**config.mk**
```make
export PLATFORM = sky130hd
export DESIGN_NAME = binary_morph_open_close_top
export DESIGN_NICKNAME = d
export VERILOG_FILES = /design/src/bmoc_pkg.sv /design/src/bmoc_front.sv /design/src/bmoc_queue.sv /design/src/bmoc_stage.sv /design/src/binary_morph_open_close_top.sv
export SDC_FILE = /design/constraint.sdc
export NUM_CORES = 2
export LEC_CHECK = 0
export BUFFER_PORTS_ARGS = -buffer_cell sky130_fd_sc_hd__buf_2
export CORE_UTILIZATION = 30
export DETAILED_ROUTE_END_ITERATION = 8
export MAX_ROUTING_LAYER = met4
export PLACE_DENSITY = 0.41
export SETUP_SLACK_MARGIN = 0.3
export SLEW_MARGIN = 5
export SYNTH_ARGS = -nofsm -noshare
export SYNTH_HDL_FRONTEND = slang
export SYNTH_SLANG_ARGS = --single-unit
```
**constraint.sdc**
```tcl
create_clock -name clk_i -period 9.2 [get_ports clk_i]
set_input_delay 0.46 -clock clk_i [delete_from_list [all_inputs] [get_ports clk_i]]
set_output_delay 0.46 -clock clk_i [all_outputs]
set_load 0.005 [all_outputs]
```
**src/bmoc_pkg.sv**
```systemverilog
// Shared types, constants and a row function for the binary morphology filter.
package bmoc_pkg;

  localparam int unsigned RowW = 64;
  localparam int unsigned MaxWidth = 64;
  localparam int unsigned HistDepth = 4;
  localparam int unsigned NumStages = 4;
  localparam int unsigned QDepth = 4;
  localparam int unsigned QPtrW = $clog2(QDepth);
  localparam int unsigned QCntW = $clog2(QDepth + 1);
  localparam int unsigned FillW = $clog2(HistDepth + 1);
  localparam int unsigned ApbAddrW = 3;
  localparam int unsigned ApbDataW = 32;
  localparam int unsigned WidthW = 7;
  localparam int unsigned RadiusW = 2;

  localparam logic [WidthW-1:0] WidthRst = WidthW'(MaxWidth);
  localparam logic [RadiusW-1:0] RadiusRst = RadiusW'(1);

  localparam logic RegImageWidth = 1'b0;
  localparam logic RegWindowRadius = 1'b1;

  typedef struct packed {
    logic [RowW-1:0] row;
    logic            fin;
  } bmoc_item_t;

  typedef struct packed {
    logic [RowW-1:0] mask;
    logic            rad2;
  } bmoc_cfg_t;

  function automatic logic [RowW-1:0] bmoc_horiz(input logic [RowW-1:0] x,
                                                 input logic rad2,
                                                 input logic dilate,
                                                 input logic [RowW-1:0] mask);
    logic [RowW-1:0] near;
    logic [RowW-1:0] far;
    logic [RowW-1:0] acc;
    if (dilate) begin
      near = (x << 1) | (x >> 1);
      far  = rad2 ? ((x << 2) | (x >> 2)) : '0;
      acc  = x | near | far;
    end else begin
      near = (x << 1) & (x >> 1);
      far  = rad2 ? ((x << 2) & (x >> 2)) : '1;
      acc  = x & near & far;
    end
    return acc & mask;
  endfunction

endpackage

```
**src/bmoc_front.sv**
```systemverilog
// Front end: configuration registers, input acceptance and row masking.
module bmoc_front import bmoc_pkg::*; (
  input  logic                clk_i,
  input  logic                rst_ni,
  input  logic                psel,
  input  logic                penable,
  input  logic                pwrite,
  input  logic [ApbAddrW-1:0] paddr,
  input  logic [ApbDataW-1:0] pwdata,
  output logic [ApbDataW-1:0] prdata,
  output logic                pready,
  input  logic                s_axis_tvalid,
  output logic                s_axis_tready,
  input  logic [RowW-1:0]     s_axis_tdata,
  input  logic                s_axis_tlast,
  output logic                q_valid_o,
  input  logic                q_ready_i,
  output bmoc_item_t          q_item_o,
  output bmoc_cfg_t           cfg_o
);

  logic [WidthW-1:0]  width_q, width_d;
  logic [RadiusW-1:0] radius_q, radius_d;
  logic [RowW-1:0]    mask_q, mask_d;
  logic               wr_en;

  assign pready = 1'b1;
  assign wr_en  = psel && penable && pwrite;

  always_comb begin
    width_d  = width_q;
    radius_d = radius_q;
    mask_d   = mask_q;
    if (wr_en && (paddr[2] == RegImageWidth)) begin
      width_d = pwdata[WidthW-1:0];
      if (width_d >= WidthW'(MaxWidth)) begin
        mask_d = '1;
      end else begin
        mask_d = (RowW'(1) << width_d[$clog2(RowW)-1:0]) - RowW'(1);
      end
    end
    if (wr_en && (paddr[2] == RegWindowRadius)) begin
      radius_d = pwdata[RadiusW-1:0];
    end
  end

  always_ff @(posedge clk_i or negedge rst_ni) begin
    if (!rst_ni) begin
      width_q  <= WidthRst;
      radius_q <= RadiusRst;
      mask_q   <= '1;
    end else begin
      width_q  <= width_d;
      radius_q <= radius_d;
      mask_q   <= mask_d;
    end
  end

  assign prdata = (paddr[2] == RegWindowRadius) ? ApbDataW'(radius_q) : ApbDataW'(width_q);

  assign cfg_o.mask = mask_q;
  assign cfg_o.rad2 = radius_q[1];

  assign s_axis_tready = q_ready_i;
  assign q_valid_o     = s_axis_tvalid;
  assign q_item_o.row  = s_axis_tdata & mask_q;
  assign q_item_o.fin  = s_axis_tlast;

endmodule

```
**src/bmoc_queue.sv**
```systemverilog
// Short queue of accepted rows between the front end and the filter stages.
module bmoc_queue import bmoc_pkg::*; (
  input  logic       clk_i,
  input  logic       rst_ni,
  input  logic       in_valid_i,
  output logic       in_ready_o,
  input  bmoc_item_t in_item_i,
  output logic       out_valid_o,
  input  logic       out_ready_i,
  output bmoc_item_t out_item_o
);

  bmoc_item_t         mem_q [QDepth];
  logic [QPtrW-1:0]   wr_ptr_q, wr_ptr_d;
  logic [QPtrW-1:0]   rd_ptr_q, rd_ptr_d;
  logic [QCntW-1:0]   count_q, count_d;
  logic               push;
  logic               pop;

  assign in_ready_o  = (count_q != QCntW'(QDepth));
  assign out_valid_o = (count_q != '0);
  assign out_item_o  = mem_q[rd_ptr_q];
  assign push        = in_valid_i && in_ready_o;
  assign pop         = out_valid_o && out_ready_i;

  always_comb begin
    wr_ptr_d = push ? wr_ptr_q + QPtrW'(1) : wr_ptr_q;
    rd_ptr_d = pop ? rd_ptr_q + QPtrW'(1) : rd_ptr_q;
    count_d  = count_q;
    if (push && !pop) begin
      count_d = count_q + QCntW'(1);
    end else if (pop && !push) begin
      count_d = count_q - QCntW'(1);
    end
  end

  always_ff @(posedge clk_i or negedge rst_ni) begin
    if (!rst_ni) begin
      wr_ptr_q <= '0;
      rd_ptr_q <= '0;
      count_q  <= '0;
    end else begin
      wr_ptr_q <= wr_ptr_d;
      rd_ptr_q <= rd_ptr_d;
      count_q  <= count_d;
    end
  end

  always_ff @(posedge clk_i) begin
    if (push) begin
      mem_q[wr_ptr_q] <= in_item_i;
    end
  end

endmodule

```
**src/bmoc_stage.sv**
```systemverilog
// One square-window erosion or dilation stage with its own row history and flush.
module bmoc_stage import bmoc_pkg::*; (
  input  logic       clk_i,
  input  logic       rst_ni,
  input  logic       dilate_i,
  input  bmoc_cfg_t  cfg_i,
  input  logic       in_valid_i,
  output logic       in_ready_o,
  input  bmoc_item_t in_item_i,
  output logic       out_valid_o,
  input  logic       out_ready_i,
  output bmoc_item_t out_item_o
);

  logic [RowW-1:0]  hist_q [HistDepth];
  logic [RowW-1:0]  hist_d [HistDepth];
  logic [FillW-1:0] fill_q, fill_d;
  logic             flush_q, flush_d;
  logic             kcnt_q, kcnt_d;
  logic             pend_full_q, pend_full_d;
  logic             out_valid_q, out_valid_d;
  bmoc_item_t       out_item_q, out_item_d;

  logic             slot_free;
  logic             take;
  logic             push;
  logic             last_k;
  logic             emit;
  logic [RowW-1:0]  x;
  logic [RowW-1:0]  win;
  logic [RowW-1:0]  hz_x;
  logic [RowW-1:0]  hz [HistDepth];
  logic [FillW-1:0] fill_inc;
  logic [FillW-1:0] r_fill;

  assign slot_free  = !out_valid_q || out_ready_i;
  assign in_ready_o = slot_free && !flush_q;
  assign take       = in_valid_i && in_ready_o;
  assign push       = take || (flush_q && slot_free);
  assign x          = flush_q ? '0 : in_item_i.row;
  assign last_k     = !cfg_i.rad2 || kcnt_q;
  assign r_fill     = cfg_i.rad2 ? FillW'(2) : FillW'(1);
  assign fill_inc   = (fill_q == FillW'(HistDepth)) ? fill_q : fill_q + FillW'(1);
  assign emit       = flush_q ? (last_k || pend_full_q) : (fill_q >= r_fill);

  always_comb begin
    hz_x = bmoc_horiz(x, cfg_i.rad2, dilate_i, cfg_i.mask);
    for (int i = 0; i < HistDepth; i++) begin
      hz[i] = bmoc_horiz(hist_q[i], cfg_i.rad2, dilate_i, cfg_i.mask);
    end
    if (dilate_i) begin
      win = hz_x | hz[0] | hz[1] | (cfg_i.rad2 ? (hz[2] | hz[3]) : '0);
    end else begin
      win = hz_x & hz[0] & hz[1] & (cfg_i.rad2 ? (hz[2] & hz[3]) : '1);
    end
    win = win & cfg_i.mask;
  end

  always_comb begin
    hist_d      = hist_q;
    fill_d      = fill_q;
    flush_d     = flush_q;
    kcnt_d      = kcnt_q;
    pend_full_d = pend_full_q;
    out_valid_d = out_valid_q;
    out_item_d  = out_item_q;
    if (push) begin
      for (int i = HistDepth - 1; i > 0; i--) begin
        hist_d[i] = hist_q[i-1];
      end
      hist_d[0] = x & cfg_i.mask;
      if (flush_q) begin
        if (last_k) begin
          for (int i = 0; i < HistDepth; i++) begin
            hist_d[i] = '0;
          end
          fill_d  = '0;
          flush_d = 1'b0;
        end else begin
          kcnt_d = 1'b1;
        end
      end else begin
        fill_d = fill_inc;
        if (in_item_i.fin) begin
          flush_d     = 1'b1;
          kcnt_d      = 1'b0;
          pend_full_d = (fill_inc >= FillW'(2));
        end
      end
    end
    if (slot_free) begin
      out_valid_d    = push && emit;
      out_item_d.row = win;
      out_item_d.fin = flush_q && last_k;
    end
  end

  always_ff @(posedge clk_i or negedge rst_ni) begin
    if (!rst_ni) begin
      for (int i = 0; i < HistDepth; i++) begin
        hist_q[i] <= '0;
      end
      fill_q      <= '0;
      flush_q     <= 1'b0;
      kcnt_q      <= 1'b0;
      pend_full_q <= 1'b0;
      out_valid_q <= 1'b0;
    end else begin
      hist_q      <= hist_d;
      fill_q      <= fill_d;
      flush_q     <= flush_d;
      kcnt_q      <= kcnt_d;
      pend_full_q <= pend_full_d;
      out_valid_q <= out_valid_d;
    end
  end

  always_ff @(posedge clk_i) begin
    out_item_q <= out_item_d;
  end

  assign out_valid_o = out_valid_q;
  assign out_item_o  = out_item_q;

  a_fill_bounded: assert property (@(posedge clk_i) disable iff (!rst_ni)
    fill_q <= FillW'(HistDepth))
    else $error("fill count beyond history depth");

  a_flush_after_final: assert property (@(posedge clk_i) disable iff (!rst_ni)
    $rose(flush_q) |-> $past(take && in_item_i.fin))
    else $error("flush started without a final row");

  a_flush_clears: assert property (@(posedge clk_i) disable iff (!rst_ni)
    (flush_q && slot_free && last_k) |=> (!flush_q && fill_q == '0 && out_valid_q
                                          && out_item_q.fin))
    else $error("flush end did not clear history or mark the last row");

endmodule

```
**src/binary_morph_open_close_top.sv**
```systemverilog
// Top level of the binary opening-then-closing row filter.
//
// Rows enter on the s_axis channel, one row of up to 64 pixels per beat, with
// tlast on the final row of a frame. Filtered rows leave on the m_axis channel
// in the same order; tlast marks the last filtered row of the frame, and every
// frame of N rows gives exactly N output beats. The APB port sets the image
// width (byte address 0) and the window radius (byte address 4); write them
// only while no frame is in flight.
// An accepted row passes a four-entry queue and then the four stage registers
// in order before its result reaches m_axis. Results lag the input by 4 rows
// per unit of radius. Throughput is one row per cycle while m_axis does not
// stall. A final row makes each stage insert one flush row per unit of radius,
// which holds that stage's input while the tail of the frame drains.
// Reset clears all row histories and restores width 64 and radius 1.
// When the receiver stalls, the output register holds its beat and back
// pressure reaches the input once the stages and the queue are full.
module binary_morph_open_close_top import bmoc_pkg::*; (
  input  logic                clk_i,
  input  logic                rst_ni,
  input  logic                psel,
  input  logic                penable,
  input  logic                pwrite,
  input  logic [ApbAddrW-1:0] paddr,
  input  logic [ApbDataW-1:0] pwdata,
  output logic [ApbDataW-1:0] prdata,
  output logic                pready,
  input  logic                s_axis_tvalid,
  output logic                s_axis_tready,
  input  logic [RowW-1:0]     s_axis_tdata,  // row_bits
  input  logic                s_axis_tlast,
  output logic                m_axis_tvalid,
  input  logic                m_axis_tready,
  output logic [RowW-1:0]     m_axis_tdata,  // filtered_row
  output logic                m_axis_tlast
);

  bmoc_cfg_t  cfg;
  logic       fq_valid;
  logic       fq_ready;
  bmoc_item_t fq_item;
  logic       st_valid [NumStages+1];
  logic       st_ready [NumStages+1];
  bmoc_item_t st_item  [NumStages+1];

  bmoc_front u_front (
    .clk_i,
    .rst_ni,
    .psel,
    .penable,
    .pwrite,
    .paddr,
    .pwdata,
    .prdata,
    .pready,
    .s_axis_tvalid,
    .s_axis_tready,
    .s_axis_tdata,
    .s_axis_tlast,
    .q_valid_o (fq_valid),
    .q_ready_i (fq_ready),
    .q_item_o  (fq_item),
    .cfg_o     (cfg)
  );

  bmoc_queue u_queue (
    .clk_i,
    .rst_ni,
    .in_valid_i  (fq_valid),
    .in_ready_o  (fq_ready),
    .in_item_i   (fq_item),
    .out_valid_o (st_valid[0]),
    .out_ready_i (st_ready[0]),
    .out_item_o  (st_item[0])
  );

  for (genvar s = 0; s < NumStages; s++) begin : g_stage
    bmoc_stage u_stage (
      .clk_i,
      .rst_ni,
      .dilate_i    ((s == 1) || (s == 2)),
      .cfg_i       (cfg),
      .in_valid_i  (st_valid[s]),
      .in_ready_o  (st_ready[s]),
      .in_item_i   (st_item[s]),
      .out_valid_o (st_valid[s+1]),
      .out_ready_i (st_ready[s+1]),
      .out_item_o  (st_item[s+1])
    );
  end

  assign m_axis_tvalid         = st_valid[NumStages];
  assign st_ready[NumStages]   = m_axis_tready;
  assign m_axis_tdata          = st_item[NumStages].row;
  assign m_axis_tlast          = st_item[NumStages].fin;

endmodule
```
==> impl_metrics.yaml <==
clocking:
  clockBufferDepth: 3
  clk_latency_ns: 0.84
  cts-htree-levels: 4
  cts_made_buffers: 185
  ctsHoldBuffers: 24
  cts-root-buf: "clkbuf_16"
  cts_resized: 0
  post_cts_buffers: 0
  cts_tree: "built"
  cts_sinks: 1640
  clk_pin_slew_worst_paths_ns: 0.06
yosys:
  syn-instance-count: 7350
  synth_area_leader_cell: "dfrtp_1"
  yosysWarnings: 0
  synthArstFlopShare_pct: 68.54
  synthesis.area_sq_um: 73720
  syn_avg_cell_area_sq_um: 10.03
  synth_edf_count: 516
  synth_seq_cells: 1640
  synth_cell_types: 83
  ys.flop_type: "dfrtp_1"
  ys_seq_area_share_pct: 59.28
  synth_top_area_share_pct: 35.91
  synth_area_leaders: "dfrtp_1 36%, edfxtp_1 21%, nand2_1 9.4%, o21ai_0 4.5%, nand3_1 2.9%"
floorplan:
  die_x_microns: 497.7
  core_sq_um: 243700
  die_area_sq_um: 247700
  io_pins: 207
  start_util_pct: 30.25
  rows: 181
  die_height_microns: 497.7
detailed_routing:
  drt_iter0_drc: 5469
  drc: 0
  vias_per_cell: 5.184
  num_vias: 55550
  routed_wl_microns: 250900
  drt_pass1_iterations: 6
  wl_per_cell_microns: 23.42
  ant_nets: 0
finish:
  area_growth_pct: 13.34
  multiInputGateArea_sq_um: 27650
  fillCellCount: 24740
  finalNonFillerCells: 10720
  regArea_sq_um: 43720
  nNetsFinal: 7472
  drive_above_1_share_pct: 9.081
worst_setup_path:
  worst_setup_path_end_kind: "register"
  critPathArrivalTime_ns: 4.58
  cp-start-kind: "register"
  crit_family: "simple AND/OR/NAND/NOR gates"
  path_buf_inv: 1
  slowest_delay_ns: 0.91
  critPathKind: "register to register"
  crit_chain: "buf_4, nor2b_1, nor3_1, nand2_1, o21ai_0, a41oi_1"
  path_max_fanout: 50
  required_ns: 9.62
  crit_slowest_cell: "nor3_1"
place:
  io_buffers: 151
  dp_cells: 10330
  gp_congestion: 0.9061
  place_ws_ns: 4.866
  dpl.hpwl_microns: 176400
status:
  status: "finished, final reports clean"
sta:
  final-setup-viol-count: 0
  drv_slew: 0
  setup_ws_ns: 5.043
  rsz0062_at_grt: "false"
  fin_crit_ns: 4.157
  fin_skew_ns: 0.03429
  slew-limit-headroom_pct: 17.44
  fin_setup_tns_ns: 0
  hold_viol: 0
  max_freq_ghz: 0.2405
  fin_crit_sh_pct: 45.19
  tightest_slew_ns: 1.238
  timing.hold.ws_ns: 0.05251
power_and_ir_drop:
  combPwrFrac_pct: 36.1
  power.total_w: 0.03143
  ir_worst_vdd_uv: 448.8
  swShare_pct: 41.99
  internal-power_w: 0.01823
  p_seq_share_pct: 40.4
  switchingPower_w: 0.01320
  clockPowerShare_pct: 23.5
  leakage_nw: 34.54
  p_per_area_nw_per_um2: 376.2
global_routing:
  grt_pass1_vias: 52570
  track_usage_pct: 20.49
  grt_max_degree: 270
  grt-ovfl-total: 0
  grt_pass1_wl_microns: 369800
  antenna_found_initial: 30
job:
  cap_viol_max_count: 0
hold_path:
  hold_path.class: "input port to register"
-- cell families (layout without fill, tap and decap cells) --
kind of cell | Yosys count | after routing | synth area share, %
flops | 1640 | 1640 | 59.28
simple gates | 3496 | 3496 | 21.72
other cells | 2 | 42 | 0.01019
compound gates | 1400 | 1400 | 12.16
xor+xnor | 27 | 27 | 0.3208
fa+ha+maj | 26 | 26 | 0.4514
buf+inv | 601 | 724 | 3.515
mux | 158 | 158 | 2.542
-- worst paths after layout --
kind / from / endpoint / slack (ns) / cells after the start
max in group asynchronous: rst_ni / u_queue.count_q[1] / 6.69 / 4
worst max register to register: g_stage[1].u_stage.flush_q / g_stage[1].u_stage.out_item_o[12] / 5.04 / 6
worst min-delay path: s_axis_tdata[46] / u_queue.mem_q[2][47] / 0.05 / 2
min in group asynchronous: rst_ni / g_stage[3].u_stage.hist_q[17] / 0.25 / 2
worst min register to register: u_front.width_q[6] / u_front.width_q[6] / 0.46 / 2
worst max-delay path: g_stage[1].u_stage.flush_q / g_stage[1].u_stage.out_item_o[12] / 5.04 / 6
-- area by class of cell --
type | instances | area share [%]
diodes | 14 | 0.04193
well taps | 3202 | 4.795
repair buffers | 259 | 2.099
clock buffers | 275 | 6.300
inverters | 118 | 0.5346
clock inverters | 72 | 0.8161
flip-flops and latches | 1640 | 52.33
multi-input cells | 5135 | 33.09
-- power groups by stage --
stage / logic (W) / clock network (W) / registers [W]
5_1_grt: 0.0126 / 0.00785 / 0.0131
2_1_floorplan: 0.00820 / 0 / 0.0119
6_report: 0.0113 / 0.00738 / 0.0127
3_5_place_dp: 0.0113 / 0 / 0.0128
3_3_place_gp: 0.0112 / 0 / 0.0127
4_1_cts: 0.0114 / 0.00760 / 0.0127
-- per-layer routing --
layer / track usage (%) / up-vias / wire length (microns)
met5: - / - / 0
met4: 4.173 / 0 / 4607
met3: 2.961 / 268 / 12620
met2: 27.36 / 1459 / 101900
met1: 32.12 / 27680 / 131800
li1: - / 26140 / -
-- sequential cells by signal, summed over array words and instances (netlist names) --
name                         count
u_front.radius_q                 2
g_stage.u_stage.hist_q        1016
g_stage.u_stage.pend_full_q      4
g_stage.u_stage.out_valid_o      4
u_queue.wr_ptr_q                 2
g_stage.u_stage.kcnt_q           4
u_queue.rd_ptr_q                 2
g_stage.u_stage.out_item_o     256
g_stage.u_stage.fill_q          12
u_queue.count_q                  3
u_front.width_q                  7
u_front.mask_q                  64
u_queue.mem_q                  260
g_stage.u_stage.flush_q          4
-- synthesized netlist by cell type, types with 17 or more instances --
cell / instances
dfrtp_1: 1058
a22o_1: 196
mux2_2: 43
nor4_1: 74
mux2i_1: 95
ha_1: 25
o31ai_1: 95
nand4_1: 170
a21oi_1: 125
inv_1: 116
a2111oi_0: 19
or4_1: 23
nand3_1: 425
and3_1: 58
o41ai_1: 62
or2_2: 19
clkbuf_1: 346
nand3b_1: 37
nor3_1: 184
nor2b_1: 152
buf_2: 68
buf_1: 22
nand2b_1: 24
mux4_2: 19
nand2_1: 1839
or3_1: 56
o21ai_0: 662
buf_4: 31
and2_1: 75
nor2_1: 301
a22oi_1: 21
xnor2_1: 17
a41oi_1: 72
edfxtp_1: 516
dfstp_2: 66
a31oi_1: 64
-- cell usage in the layout, fill, tap and decap left out, types with 23 or more instances in the layout --
cell / n
edfxtp_1: 516
nand3_1: 425
nor4_1: 74
o31ai_1: 95
or4_1: 23
dfstp_2: 66
and3_1: 54
clkinv_1: 27
nand4_1: 170
buf_2: 150
or3_1: 56
clkbuf_1: 66
a31oi_1: 64
o41ai_1: 62
inv_1: 112
dfrtp_1: 1051
nor3_1: 184
a22o_1: 196
nand2b_1: 24
o21ai_0: 660
and2_1: 75
buf_4: 75
nand3b_1: 37
a21oi_1: 125
clkinv_2: 27
conb_1: 28
ha_1: 25
dlygate4sd3_1: 24
clkbuf_16: 190
nand2_1: 1836
a41oi_1: 72
nor2_1: 299
nor2b_1: 152
mux2i_1: 95
mux2_2: 43
-- per-stage QoR --
stage,util (%),cell area (sq um)
5_1_grt,34.28,83520
2_1_floorplan,-,73820
3_5_place_dp,31.74,77330
6_report,34.29,83560
4_1_cts,34.27,83520
3_3_place_gp,31.74,77330
(Power assumes the default switching activity.)
